### config.mk
export PLATFORM = sky130hd
export DESIGN_NAME = accel_orientation_hysteresis
export DESIGN_NICKNAME = d
export VERILOG_FILES = /design/src/aoh_pkg.sv /design/src/aoh_pose_eval.sv /design/src/accel_orientation_hysteresis.sv
export VERILOG_INCLUDE_DIRS = /design/src /design/src/src
export SDC_FILE = /design/constraint.sdc
export NUM_CORES = 1
export LEC_CHECK = 0
export BUFFER_PORTS_ARGS = -buffer_cell sky130_fd_sc_hd__buf_2
export CAP_MARGIN = 30
export CORE_MARGIN = 5
export CORE_UTILIZATION = 38
export CTS_CLUSTER_SIZE = 8
export DETAILED_ROUTE_END_ITERATION = 7
export HOLD_SLACK_MARGIN = 0.15
export PLACE_DENSITY = 0.54
export SLEW_MARGIN = 15
export SYNTH_ARGS = -nofsm -noshare
export SYNTH_HDL_FRONTEND = slang
export SYNTH_SLANG_ARGS = --single-unit
### constraint.sdc
create_clock -name aclk -period 7.4 [get_ports aclk]
set_input_delay 1.48 -clock aclk [delete_from_list [all_inputs] [get_ports aclk]]
set_output_delay 1.48 -clock aclk [all_outputs]
set_load 0.005 [all_outputs]
### src/accel_orientation_hysteresis_macros.svh
// Assertion macros shared by the orientation detector
`ifndef ACCEL_ORIENTATION_HYSTERESIS_MACROS_SVH
`define ACCEL_ORIENTATION_HYSTERESIS_MACROS_SVH

// Same-cycle implication, disabled while in reset
`define AOH_ASSERT_NOW(label, clk, rstn, ante, cons, msg) \
    label: assert property (@(posedge clk) disable iff (!(rstn)) (ante) |-> (cons)) \
        else $error(msg);

// Next-cycle implication, disabled while in reset
`define AOH_ASSERT_NEXT(label, clk, rstn, ante, cons, msg) \
    label: assert property (@(posedge clk) disable iff (!(rstn)) (ante) |=> (cons)) \
        else $error(msg);

`endif

### src/aoh_pkg.sv
`timescale 1ns / 1ps

package aoh_pkg;

    // Scaling: 1 g is this many counts
    localparam int ONE_G = 4096;

    localparam int THR_WIDTH            = 13;
    localparam logic [THR_WIDTH-1:0] THR_RESET = 13'd1638;
    localparam int SAMPLE_WIDTH_DEFAULT = 16;
    localparam int POSE_WIDTH           = 3;
    localparam int NUM_POSES            = 6;
    localparam int M_TDATA_WIDTH        = 8;

    // Orientation codes
    typedef enum logic [POSE_WIDTH-1:0] {
        POSE_UNKNOWN = 3'd0,
        POSE_NEG_X   = 3'd1,
        POSE_POS_Z   = 3'd2,
        POSE_POS_Y   = 3'd3,
        POSE_NEG_Y   = 3'd4,
        POSE_NEG_Z   = 3'd5,
        POSE_POS_X   = 3'd6
    } pose_t;

    // Direction of one axis of a pose's unit vector
    typedef enum logic [1:0] {
        DIR_ZERO = 2'd0,
        DIR_POS  = 2'd1,
        DIR_NEG  = 2'd2
    } dir_t;

    typedef struct packed {
        dir_t x;
        dir_t y;
        dir_t z;
    } pose_vec_t;

    // Unit vector of each pose
    function automatic pose_vec_t pose_vec(input pose_t pose);
        pose_vec_t v;
        v = '{x: DIR_ZERO, y: DIR_ZERO, z: DIR_ZERO};
        unique case (pose)
            POSE_NEG_X: v.x = DIR_NEG;
            POSE_POS_Z: v.z = DIR_POS;
            POSE_POS_Y: v.y = DIR_POS;
            POSE_NEG_Y: v.y = DIR_NEG;
            POSE_NEG_Z: v.z = DIR_NEG;
            POSE_POS_X: v.x = DIR_POS;
            default:    v = '{x: DIR_ZERO, y: DIR_ZERO, z: DIR_ZERO};
        endcase
        return v;
    endfunction

endpackage

### src/aoh_pose_eval.sv
`timescale 1ns / 1ps

module aoh_pose_eval #(
    parameter int SAMPLE_WIDTH = aoh_pkg::SAMPLE_WIDTH_DEFAULT
) (
    input  logic signed [SAMPLE_WIDTH-1:0]    accel_x,
    input  logic signed [SAMPLE_WIDTH-1:0]    accel_y,
    input  logic signed [SAMPLE_WIDTH-1:0]    accel_z,
    input  logic [aoh_pkg::THR_WIDTH-1:0]     thr,
    input  aoh_pkg::pose_t                    pose,
    output aoh_pkg::pose_t                    pose_next
);
    import aoh_pkg::*;

    // Compare width: room for the sample, the 13-bit threshold and the 1 g offset
    localparam int CW = ((SAMPLE_WIDTH > THR_WIDTH + 1) ? SAMPLE_WIDTH : THR_WIDTH + 1) + 2;

    typedef logic signed [CW-1:0] acc_t;

    localparam acc_t ONE_G_S = acc_t'(ONE_G);

    // True when an axis has left its band around the held pose
    function automatic logic out_of_band(input dir_t d, input acc_t a,
                                         input acc_t t, input acc_t l);
        logic r;
        unique case (d)
            DIR_POS: r = (a < l);
            DIR_NEG: r = (a > -l);
            default: r = (a < -t) || (a > t);
        endcase
        return r;
    endfunction

    // True when an axis lies strictly within the limit of the target
    function automatic logic near(input dir_t d, input acc_t a, input acc_t l);
        acc_t tgt;
        acc_t diff;
        unique case (d)
            DIR_POS: tgt = ONE_G_S;
            DIR_NEG: tgt = -ONE_G_S;
            default: tgt = '0;
        endcase
        diff = (tgt > a) ? (tgt - a) : (a - tgt);
        return diff < l;
    endfunction

    acc_t                 ax;
    acc_t                 ay;
    acc_t                 az;
    acc_t                 thr_s;
    acc_t                 lim;
    pose_vec_t            held_vec;
    pose_vec_t            cand_vec;
    logic                 leave;
    logic [NUM_POSES:1]   hit;

    // Extend operands and form the match limit 1 g - thr
    assign ax    = acc_t'(accel_x);
    assign ay    = acc_t'(accel_y);
    assign az    = acc_t'(accel_z);
    assign thr_s = signed'(CW'(thr));
    assign lim   = ONE_G_S - thr_s;

    // Band test against the held pose
    assign held_vec = pose_vec(pose);
    assign leave    = out_of_band(held_vec.x, ax, thr_s, lim)
                    | out_of_band(held_vec.y, ay, thr_s, lim)
                    | out_of_band(held_vec.z, az, thr_s, lim);

    // Match every candidate pose in parallel
    always_comb begin
        cand_vec = '{x: DIR_ZERO, y: DIR_ZERO, z: DIR_ZERO};
        for (int i = 1; i <= NUM_POSES; i++) begin
            cand_vec = pose_vec(pose_t'(i[POSE_WIDTH-1:0]));
            hit[i]   = near(cand_vec.x, ax, lim) & near(cand_vec.y, ay, lim)
                     & near(cand_vec.z, az, lim);
        end
    end

    // Take the lowest matching pose, else hold
    always_comb begin
        pose_next = pose;
        if (leave) begin
            for (int i = NUM_POSES; i >= 1; i--) begin
                if (hit[i]) begin
                    pose_next = pose_t'(i[POSE_WIDTH-1:0]);
                end
            end
        end
    end

endmodule

### src/accel_orientation_hysteresis.sv
`timescale 1ns / 1ps

// Six-pose orientation detector with hysteresis. Each sample word carries
// accel_x, accel_y, accel_z (signed, 4096 counts per g) and yields one result
// word holding the orientation code (0 unknown, 1 -X, 2 +Z, 3 +Y, 4 -Y, 5 -Z,
// 6 +X). A sample sits in an input register, is compared against the held
// pose and lands in the output register once that is free; one sample per
// cycle is sustained while m_axis_tready stays high. The rate is set by the
// pose register, which feeds the compare logic and is updated in the same
// cycle. cfg_data writes the 13-bit hysteresis threshold (reset 1638, about
// 0.4 g); write it only while the block is idle.
module accel_orientation_hysteresis #(
    parameter int SAMPLE_WIDTH = aoh_pkg::SAMPLE_WIDTH_DEFAULT
) (
    input  logic                                   aclk,
    input  logic                                   aresetn,
    // Sample channel
    input  logic                                   s_axis_tvalid,
    output logic                                   s_axis_tready,
    // [SW-1:0] accel_x, [2SW-1:SW] accel_y, [3SW-1:2SW] accel_z, zero pad above
    input  logic [((3*SAMPLE_WIDTH+7)/8)*8-1:0]    s_axis_tdata,
    // Result channel
    output logic                                   m_axis_tvalid,
    input  logic                                   m_axis_tready,
    // [2:0] orientation_code, zero pad above
    output logic [aoh_pkg::M_TDATA_WIDTH-1:0]      m_axis_tdata,
    // Threshold write channel
    input  logic                                   cfg_valid,
    output logic                                   cfg_ready,
    input  logic [aoh_pkg::THR_WIDTH-1:0]          cfg_data
);
    import aoh_pkg::*;

`include "accel_orientation_hysteresis_macros.svh"

    logic [THR_WIDTH-1:0]           thr_reg;
    logic                           in_valid_reg;
    logic signed [SAMPLE_WIDTH-1:0] ax_reg;
    logic signed [SAMPLE_WIDTH-1:0] ay_reg;
    logic signed [SAMPLE_WIDTH-1:0] az_reg;
    pose_t                          pose_reg;
    pose_t                          pose_next;
    logic                           m_valid_reg;
    pose_t                          m_code_reg;
    logic                           out_free;
    logic                           fire;
    logic                           s_accept;

    // Handshake: input register frees when its word moves to the output
    assign out_free      = !m_valid_reg || m_axis_tready;
    assign fire          = in_valid_reg && out_free;
    assign s_axis_tready = !in_valid_reg || out_free;
    assign s_accept      = s_axis_tvalid && s_axis_tready;
    assign cfg_ready     = 1'b1;

    // Threshold register
    always_ff @(posedge aclk) begin
        if (!aresetn) begin
            thr_reg <= THR_RESET;
        end else if (cfg_valid && cfg_ready) begin
            thr_reg <= cfg_data;
        end
    end

    // Input register
    always_ff @(posedge aclk) begin
        if (!aresetn) begin
            in_valid_reg <= 1'b0;
        end else if (s_accept) begin
            in_valid_reg <= 1'b1;
        end else if (fire) begin
            in_valid_reg <= 1'b0;
        end
    end

    always_ff @(posedge aclk) begin
        if (s_accept) begin
            ax_reg <= s_axis_tdata[SAMPLE_WIDTH-1:0];
            ay_reg <= s_axis_tdata[2*SAMPLE_WIDTH-1:SAMPLE_WIDTH];
            az_reg <= s_axis_tdata[3*SAMPLE_WIDTH-1:2*SAMPLE_WIDTH];
        end
    end

    // Pose compare
    aoh_pose_eval #(
        .SAMPLE_WIDTH (SAMPLE_WIDTH)
    ) u_pose_eval (
        .accel_x   (ax_reg),
        .accel_y   (ay_reg),
        .accel_z   (az_reg),
        .thr       (thr_reg),
        .pose      (pose_reg),
        .pose_next (pose_next)
    );

    // Advance held pose and output register
    always_ff @(posedge aclk) begin
        if (!aresetn) begin
            pose_reg    <= POSE_UNKNOWN;
            m_valid_reg <= 1'b0;
        end else if (fire) begin
            pose_reg    <= pose_next;
            m_valid_reg <= 1'b1;
        end else if (m_axis_tready) begin
            m_valid_reg <= 1'b0;
        end
    end

    always_ff @(posedge aclk) begin
        if (fire) begin
            m_code_reg <= pose_next;
        end
    end

    assign m_axis_tvalid = m_valid_reg;
    assign m_axis_tdata  = M_TDATA_WIDTH'(m_code_reg);

    // Checks
    `AOH_ASSERT_NEXT(a_pose_only_on_fire, aclk, aresetn, !fire, $stable(pose_reg), "pose changed without a word")
    `AOH_ASSERT_NEXT(a_result_is_pose, aclk, aresetn, fire, m_valid_reg && (m_code_reg == pose_reg), "result differs from held pose")
    `AOH_ASSERT_NEXT(a_in_word_kept, aclk, aresetn, in_valid_reg && !fire, in_valid_reg, "input word dropped")
    `AOH_ASSERT_NOW(a_no_overwrite, aclk, aresetn, in_valid_reg && !fire, !s_axis_tready, "input register overwritten")

endmodule
# [Word-level counts from Yosys, hierarchy flattened]
# Cells that the tools add are included.
[word_totals] reg_bits=69 output_inout_bits=11 elab_cells=118
[op_classes] addsub=18 n_lt_le_gt_ge=30 eq_ne=12 n_mux=26 bitwise_logic=13 reduce_logical=11
[op_table] cell="$lt A18 B14 Y1" count=9
[op_table] cell="$mux W18" count=9
[op_table] cell="$gt A16 B18 Y1" count=3
[op_table] cell="$lt A16 B18 Y1" count=3
[op_table] cell="$sub A1 B16 Y17 const A" count=3
[op_table] cell="$sub A13 B16 Y17 const A" count=3
[op_table] cell="$sub A14 B16 Y17 const A" count=3
[op_table] cell="$sub A16 B13 Y17 const B" count=3
[op_table] cell="$sub A16 B14 Y17 const B" count=3
[op_table] cell="$gt A1 B16 Y1 const A" count=3
[op_table] cell="$gt A13 B16 Y1 const A" count=3
[op_table] cell="$gt A14 B16 Y1 const A" count=3
[op_table] cell="$gt A16 B14 Y1" count=3
[op_table] cell="$lt A16 B14 Y1" count=3
[op_table] cell="$mux W3" count=7
[op_table] cell="$neg A13 Y18" count=1
[op_table] cell="$neg A14 Y18" count=1
[op_table] cell="$sub A13 B13 Y14 const A" count=1
[op_table] cell="$pmux W2 S2" count=3
[op_table] cell="$and A1 B1 Y1" count=11
[op_table] cell="$eq A3 B3 Y1 const B" count=3
[op_table] cell="$eq A2 B1 Y1 const B" count=3
[op_table] cell="$eq A2 B2 Y1 const B" count=3
[op_table] cell="$eq A3 B2 Y1 const B" count=2
[op_table] cell="other kinds (8)" count=21

# [Longest topological paths before layout]
# Gate-level depths: netlist of run 1.
[depth] word_depth=12 ltp_mapped=24

# [By module]
# From an unflattened synthesis of run 1, not the netlist that was laid out.
[unflattened] cells_unflattened=1558 area_unflattened_um2=12794.8
[by_module_without_submodules] mod="aoh_pose_eval" n_inst=1 cells_per_inst=1434 area_each_um2=10497.6 seq_area_each_um2=0.0
[by_module_without_submodules] mod="accel_orientation_hysteresis" n_inst=1 cells_per_inst=124 area_each_um2=2297.2 seq_area_each_um2=1891.8

# [Worst setup path before layout of run 1]
# Ideal clock, no wire load.
[synth_timing] path_type="register to register" startpoint="register thr_reg[0]" endpoint="register m_code_reg[0] (data pin)" setup_ps=260 arrival_ps=7303 t_required_ps=7140 setup_slack_ps=-163 path_stages_with_launch=14 path_buffers=0 path_cell_list="dfxtp_1 > or3_1 > or2_2 > nand2b_1 > o21ai_0 > o21ai_0 > ha_1 > a21o_1 > a2111oi_0 > a21o_1 > o311ai_0 > or4_1 > nor4_4 > mux2_2"
[synth_between] elab_chain_len=11 elab_cells_between_ends=50 cone_classes="add/sub: 3; order compare: 21; mux: 10; bitwise: 13; reduce/logical: 3"
[synth_rtl] item="from (decl)" line_no="accel_orientation_hysteresis.sv:36" text="logic [THR_WIDTH-1:0] thr_reg;"
[synth_rtl] item="from (signal assigned)" line_no="accel_orientation_hysteresis.sv:61" text="thr_reg <= cfg_data;"
[synth_rtl] item="parallel branches: the longest is 10 deep, another holds $neg A14 Y18"
[synth_rtl] item="$mux W3 *" line_no="aoh_pose_eval.sv:83" text="if (leave) begin"
[synth_rtl] item="net pose_next[0]" line_no="accel_orientation_hysteresis.sv:42" text="pose_t pose_next;"
[synth_rtl] item="to (signal assigned)" line_no="accel_orientation_hysteresis.sv:111" text="m_code_reg <= pose_next;"
[synth_rtl] item="to (decl)" line_no="accel_orientation_hysteresis.sv:44" text="pose_t m_code_reg;"
# Mark *: on every way through the listed nets, which the timed path passes.
# A chain may end at the register's enable or synchronous reset.

# [Worst setup path in the final report of run 1]
[layout_timing] startpoint="register ax_reg[1]" endpoint="register m_code_reg[0] (data pin)"
[layout_between] elab_chain_len=12 elab_cells_between_ends=40 cone_classes="add/sub: 5; order compare: 10; mux: 11; bitwise: 13; reduce/logical: 1"
[layout_rtl] item="from (decl)" line_no="accel_orientation_hysteresis.sv:38" text="logic signed [SAMPLE_WIDTH-1:0] ax_reg;"
[layout_rtl] item="from (signal assigned)" line_no="accel_orientation_hysteresis.sv:78" text="ax_reg <= s_axis_tdata[SAMPLE_WIDTH-1:0];"
[layout_rtl] item="$sub A16 B14 Y17, or another cell as far along" line_no="aoh_pose_eval.sv:43" text="diff = (tgt > a) ? (tgt - a) : (a - tgt);"
[layout_rtl] item="$mux W18" line_no="aoh_pose_eval.sv:43"
[layout_rtl] item="$lt A18 B14 Y1" line_no="aoh_pose_eval.sv:44" text="return diff < l;"
[layout_rtl] item="$and A1 B1 Y1" line_no="aoh_pose_eval.sv:75" text="hit[i] = near(cand_vec.x, ax, lim) & near(cand_vec.y, ay, lim)"
[layout_rtl] item="$and A1 B1 Y1" line_no="aoh_pose_eval.sv:76" text="& near(cand_vec.z, az, lim);"
[layout_rtl] item="$mux W3 (6 in a row)" line_no="aoh_pose_eval.sv:85" text="if (hit[i]) begin"
[layout_rtl] item="$mux W3 *" line_no="aoh_pose_eval.sv:83"
[layout_rtl] item="net pose_next[0]" line_no="accel_orientation_hysteresis.sv:42"
# The timed path passes the listed nets; every way through them passes the cells marked *.

==> results.sh, run 1 <==
export IMPL_outcome="complete, no violations"
export IMPL_vias_per_cell=5.64
export IMPL_synthArstFlopShare=0
export IMPL_cts_hold_fix_buffers=0
export IMPL_avgSynthCellArea_um2=8.25
export IMPL_areaGrowthSynthToFinish_pct=9.16
export IMPL_grt_pass1_wl_mm=61.6
export IMPL_die_h_um=191
export IMPL_hold_violations=0
export IMPL_routed_wl_mm=39.4
export IMPL_ys_types=77
export IMPL_rsz0062_at_grt="no"
export IMPL_critPathMaxStageDelay_ns=0.59
export IMPL_numCtsBuffers=9
export IMPL_postRouteAntennaNets=0
export IMPL_cts_root_buffer="clkbuf_16"
export IMPL_clock_sinks=69
export IMPL_path_cells="inv_1, ha_1, nor3b_1, nand4_1, nor3_1, nand2_1, nor3_1, ha_1, a21o_1, a21oi_1, buf_4, nand2_1, xnor2_1, ha_1, a21oi_1, nor3_1, a2111oi_0, xnor2_1, nand4_1, a31oi_1, a211oi_1, or3_1, mux2_2"
export IMPL_netlist_instances=1516
export IMPL_grt_ovfl_total=0
export IMPL_yosys_warnings=0
export IMPL_cts_tree="done"
export IMPL_track_usage=0.217
export IMPL_portBuffers=70
export IMPL_postCtsSetupBuffers=0
export IMPL_synth_most_common_cell="ha_1"
export IMPL_critPathSlowestCell="nor3_1"
export IMPL_cts_resized=0
export IMPL_fin_crit_sh=0.856
export IMPL_start_kind="flip-flop"
export IMPL_arrival_ns=6.46
export IMPL_ys_ff_latch=69
export IMPL_gp_congestion=0.879
export IMPL_cp_max_fo=15
export IMPL_layout_nets=1939
export IMPL_slew_viol_final=0
export IMPL_row_count=66
export IMPL_drv_cap=0
export IMPL_slew_headroom=0.367
export IMPL_die_area_um2=36600
export IMPL_worstPathRequired_ns=7.52
export IMPL_ys_flop_type="edfxtp_1"
export IMPL_hp_class="reg2reg"
export IMPL_finalSetupViolCount=0
export IMPL_final_layout_size_suffix_gt1_frac=0.0837
export IMPL_cts_reportedPaths_clkPinSlew_ns=0.06
export IMPL_max_vdd_ir_drop_mv=0.121
export IMPL_synth_area_leaders="ha_1, edfxtp_1, xnor2_1"
export IMPL_min_period_ns=6.33
export IMPL_cpLargestDelayFamily="simple AND/OR/NAND/NOR gates"
export IMPL_yosysSeqAreaShare=0.151
export IMPL_tightest_slew_ns=0.947
export IMPL_synth_top_cell_area_share=0.313
export IMPL_grt_max_degree=51
export IMPL_start_util=0.384
export IMPL_cts_max_level=3
export IMPL_dp_hpwl_mm=30.3
export IMPL_power_w=0.00181
export IMPL_syn_area_um2=12500
export IMPL_first_pass_iters=7
export IMPL_drt_iter0_drc=654
export IMPL_worst_setup_path_type="reg2reg"
export IMPL_wire_per_inst_um=19.6
export IMPL_drc=0
export IMPL_p_per_area_nw_per_um2=133
export IMPL_utilization=0.420
export IMPL_worst_path_buf_inv=2
export IMPL_n_antenna_cell=0
export IMPL_p_leak_nw=6.13
export IMPL_vias=11300
export IMPL_fin_skew_ns=0.00974
export IMPL_core_um2=32500
export IMPL_netlist_top_cells_count="ha_1, nor2_1, nand2_1, xnor2_1, a21oi_1"
export IMPL_yosys_area_top_type="ha_1"
export IMPL_worstSetupEndpointType="flip-flop"
export IMPL_clk_path_buf_depth=2
export IMPL_max_freq_ghz=0.158
export IMPL_ios=77
export IMPL_synth_edf_count=51
export IMPL_fin_tns_setup_ns=0
export IMPL_dieWidth_um=191
export IMPL_grt_antenna_before_repair=0
export IMPL_grt_pass1_vias=11000
export IMPL_clk_latency_ns=0.37
-- final timing paths --
| path | startpoint | end | slack, ns | cells past startpoint |
|---|---|---|---|---|
| setup / recovery | ax_reg[1] | m_code_reg[0] | 1.07 | 23 |
| hold / removal | thr_reg[11] | thr_reg[11] | 0.52 | 2 |
| setup reg to reg | ax_reg[1] | m_code_reg[0] | 1.07 | 23 |
| hold reg to reg | thr_reg[11] | thr_reg[11] | 0.52 | 2 |
-- through the flow --
step	hold slack, ns	cells	setup slack, ns	cell area (um^2)
floorplan	0.460	1520	1.13	12500
global placement	0.481	1990	1.26	13300
detailed placement	0.494	1991	1.16	13300
CTS	0.517	2007	1.14	13700
global route	0.533	2007	0.399	13700
finish	0.517	2007	1.07	13700
-- report_power, final --
group / switching, W / internal, W / leakage [nW]
logic: 0.000457 / 0.000344 / 5.32
registers: 0.0000685 / 0.000447 / 0.646
clock network: 0.000199 / 0.000297 / 0.161
-- cell type report --
class                      instances  area (um^2)
clock inverter                     7         98.8
sequential                        69         1890
inverter                          55          206
timing repair buffer              86          478
tap                              442          553
fill                            3397        18900
clock buffer                       9          225
multi-input combinational       1339        10200
-- worst register-to-register path, cell delays in order, from the launching register on --
cell	delay, ns
edfxtp_1	0.46
inv_1	0.14
ha_1	0.24
nor3b_1	0.43
nand4_1	0.29
nor3_1	0.60
nand2_1	0.24
nor3_1	0.19
ha_1	0.30
a21o_1	0.17
a21oi_1	0.12
buf_4	0.22
nand2_1	0.09
xnor2_1	0.14
ha_1	0.33
a21oi_1	0.15
nor3_1	0.06
a2111oi_0	0.48
xnor2_1	0.23
nand4_1	0.15
a31oi_1	0.34
a211oi_1	0.07
or3_1	0.40
mux2_2	0.27
-- layer usage --
metal,vias to the layer above,share of wire,global-route usage
li1,5692,-,-
met1,5295,0.46,0.285
met2,274,0.45,0.358
met3,55,0.065,0.0473
met4,0,0.023,0.0627
met5,-,0,0
-- layout by cell type, fill, tap and decap left out, drive strengths merged, types with 4 or more instances in the layout --
cell type / count
nand4: 33
xnor2: 105
nand2: 129
or4: 5
o211ai: 22
a31oi: 14
and2: 9
clkinv: 5
o211a: 4
edfxtp: 51
o31ai: 5
a2111oi: 12
nand2b: 33
ha: 313
xor2: 34
nor3: 42
o21ai: 72
o2111ai: 5
o311ai: 4
nor2: 133
conb: 6
a21boi: 5
and3: 4
a21oi: 96
o21a: 15
a211oi: 22
or2: 6
buf: 86
clkbuf: 9
inv: 55
mux2i: 12
nor2b: 29
dfxtp: 18
nor3b: 7
nor4: 11
or3: 20
nand3: 42
mux2: 7
a21o: 39
-- logic make-up after synthesis --
kind of cell / Yosys count / synth area share
and+or+nand+nor: 519 / 0.207
buffers and inverters: 112 / 0.0366
other: 2 / 0.000600
xor gates and xnor gates: 139 / 0.0973
DFF: 69 / 0.151
muxes: 19 / 0.0159
AOI/OAI and AO/OA: 343 / 0.178
adders and majority gates: 313 / 0.313
Power figures use the tool's default switching activity.
==> run 2, diff against run 1 <==
==> constraint.sdc (replaced) <==
create_clock -name aclk -period 7.4 [get_ports aclk]
set_input_delay 0 -clock aclk [delete_from_list [all_inputs] [get_ports aclk]]
set_output_delay 0 -clock aclk [all_outputs]
set_load 0.005 [all_outputs]
==> run 2 against run 1 <==
First-iteration DRC count grew 11%. Critical endpoint unchanged. Sequential power hardly changed. Worst hold slack worse by 0.18 ns. Core utilization grew 2.6 points. Routed wire length rose by 1.7%. Final cell count is 4.2% higher.
==> results.sh, run 2 (synthesis gave the netlist of run 1 again) <==
export IMPL_holdPathStages=2
export IMPL_hold_violations=0
export IMPL_worstPathRequired_ns=7.52
export IMPL_worstSetupEndpointType="flip-flop"
export IMPL_hp_class="in2reg"
export IMPL_cts_root_buffer="clkbuf_16"
export IMPL_outcome="complete, no violations"
export IMPL_clock_sinks=69
export IMPL_p_leak_nw=6.46
export IMPL_layout_common_cells="ha_1, nor2_1, nand2_1"
export IMPL_rsz0062_at_grt="no"
export IMPL_clk_latency_ns=0.37
export IMPL_n_antenna_cell=0
export IMPL_track_usage=0.221
export IMPL_cts_max_level=3
export IMPL_min_period_ns=6.30
export IMPL_slew_viol_final=0
export IMPL_fin_crit_sh=0.851
export IMPL_grt_antenna_before_repair=0
export IMPL_postRouteAntennaNets=0
export IMPL_dieWidth_um=191
export IMPL_grt_max_degree=51
export IMPL_max_vdd_ir_drop_mv=0.121
export IMPL_final_common_cell="ha_1"
export IMPL_ios=77
export IMPL_drc=0
export IMPL_drt_iter0_drc=727
export IMPL_routed_wl_mm=40.1
export IMPL_vias=11600
export IMPL_cts_reportedPaths_clkPinSlew_ns=0.07
export IMPL_fin_area_um2=14500
export IMPL_cp_max_fo=15
export IMPL_slew_headroom=0.350
export IMPL_postCtsSetupBuffers=0
export IMPL_vias_per_cell=5.57
export IMPL_final_layout_size_suffix_gt1_frac=0.0794
export IMPL_portBuffers=70
export IMPL_grt_pass1_vias=11500
export IMPL_combPwrFrac=0.453
export IMPL_start_util=0.384
export IMPL_worst_hold_slack_ns=0.334
export IMPL_worst_setup_path_type="reg2reg"
export IMPL_layout_nets=2023
export IMPL_drv_cap=0
export IMPL_final_cells=2091
export IMPL_setup_slack_ns=1.10
export IMPL_dp_hpwl_mm=30.3
export IMPL_nFillCells=3329
export IMPL_finalSetupViolCount=0
export IMPL_arrival_ns=6.42
export IMPL_p_clk_frac=0.269
export IMPL_wire_per_inst_um=19.2
export IMPL_switchingPower_w=0.000730
export IMPL_die_area_um2=36600
export IMPL_row_count=66
export IMPL_grt_pass1_wl_mm=63.0
export IMPL_die_h_um=191
export IMPL_p_int_w=0.00112
export IMPL_grt_ovfl_total=0
export IMPL_max_freq_ghz=0.159
export IMPL_cts_tree="done"
export IMPL_areaGrowthSynthToFinish_pct=15.9
export IMPL_core_um2=32500
export IMPL_tightest_slew_ns=0.973
export IMPL_start_kind="flip-flop"
export IMPL_place_area_um2=13300
export IMPL_reg2reg_depth=23
export IMPL_dp_slack_ns=1.16
export IMPL_gp_congestion=0.879
export IMPL_first_pass_iters=6
export IMPL_place_inst=1991
export IMPL_numCtsBuffers=9
export IMPL_swShare=0.395
export IMPL_fin_tns_setup_ns=0
export IMPL_cts_resized=0
export IMPL_fin_skew_ns=0.0100
export IMPL_seq_power_share=0.279
export IMPL_cts_hold_fix_buffers=84
export IMPL_p_per_area_nw_per_um2=128
export IMPL_clk_path_buf_depth=2
-- run 2: changes by cell type in the layout (fill, tap and decap cells not counted) --
cell | previous run | this run
dlygate4sd3_1 | 0 | 84
-- run 2: final cells by class --
cell class,instances,area [um^2],area share
Inverter,55,206,0.0142
Clock buffer,9,225,0.0155
Tap cell,442,553,0.0382
Multi-Input combinational cell,1339,10200,0.704
Sequential cell,69,1890,0.131
Timing Repair Buffer,170,1320,0.0910
Clock inverter,7,98.8,0.00682
-- run 2: per-stage QoR --
| step | power (W) | utilization |
|---|---|---|
| final | 0.00185 | 0.446 |
| after detailed placement | 0.00132 | 0.410 |
| after floorplan | 0.00108 | - |
| after CTS | 0.00187 | 0.446 |
| after global placement | 0.00130 | 0.409 |
| after global routing | 0.00201 | 0.446 |
-- run 2: worst paths after layout --
check | start | to | slack (ns)
worst min register to register | in_valid_reg | m_axis_tvalid | 0.53
worst min-delay path | s_axis_tdata[18] | ay_reg[2] | 0.33
worst max register to register | ax_reg[1] | m_code_reg[0] | 1.10
worst max-delay path | ax_reg[1] | m_code_reg[0] | 1.10
-- run 2: power groups by stage --
| stage | sequential [W] | clock [W] | combinational [W] |
|---|---|---|---|
| floorplan | 0.000480 | 0 | 0.000603 |
| finish | 0.000515 | 0.000497 | 0.000837 |
| CTS | 0.000515 | 0.000514 | 0.000838 |
| detailed placement | 0.000522 | 0 | 0.000794 |
| global route | 0.000520 | 0.000529 | 0.000962 |
| global placement | 0.000522 | 0 | 0.000776 |
-- run 2: routing by layer --
layer | vias to the layer above | global-route usage | share of wire
met1 | 5440 | 0.286 | 0.46
met5 | - | 0 | 0
li1 | 5858 | - | -
met2 | 284 | 0.371 | 0.46
met4 | 0 | 0.0627 | 0.024
met3 | 59 | 0.0475 | 0.062
-- run 2: critical path, stage by stage, from the launching register on --
cell and delay (ns):
edfxtp_1 0.46, inv_1 0.14, ha_1 0.24, nor3b_1 0.42
nand4_1 0.28, nor3_1 0.60, nand2_1 0.24, nor3_1 0.19
ha_1 0.30, a21o_1 0.17, a21oi_1 0.12, buf_4 0.22
nand2_1 0.09, xnor2_1 0.14, ha_1 0.33, a21oi_1 0.15
nor3_1 0.06, a2111oi_0 0.48, xnor2_1 0.23, nand4_1 0.14
a31oi_1 0.31, a211oi_1 0.07, or3_1 0.39, mux2_2 0.27
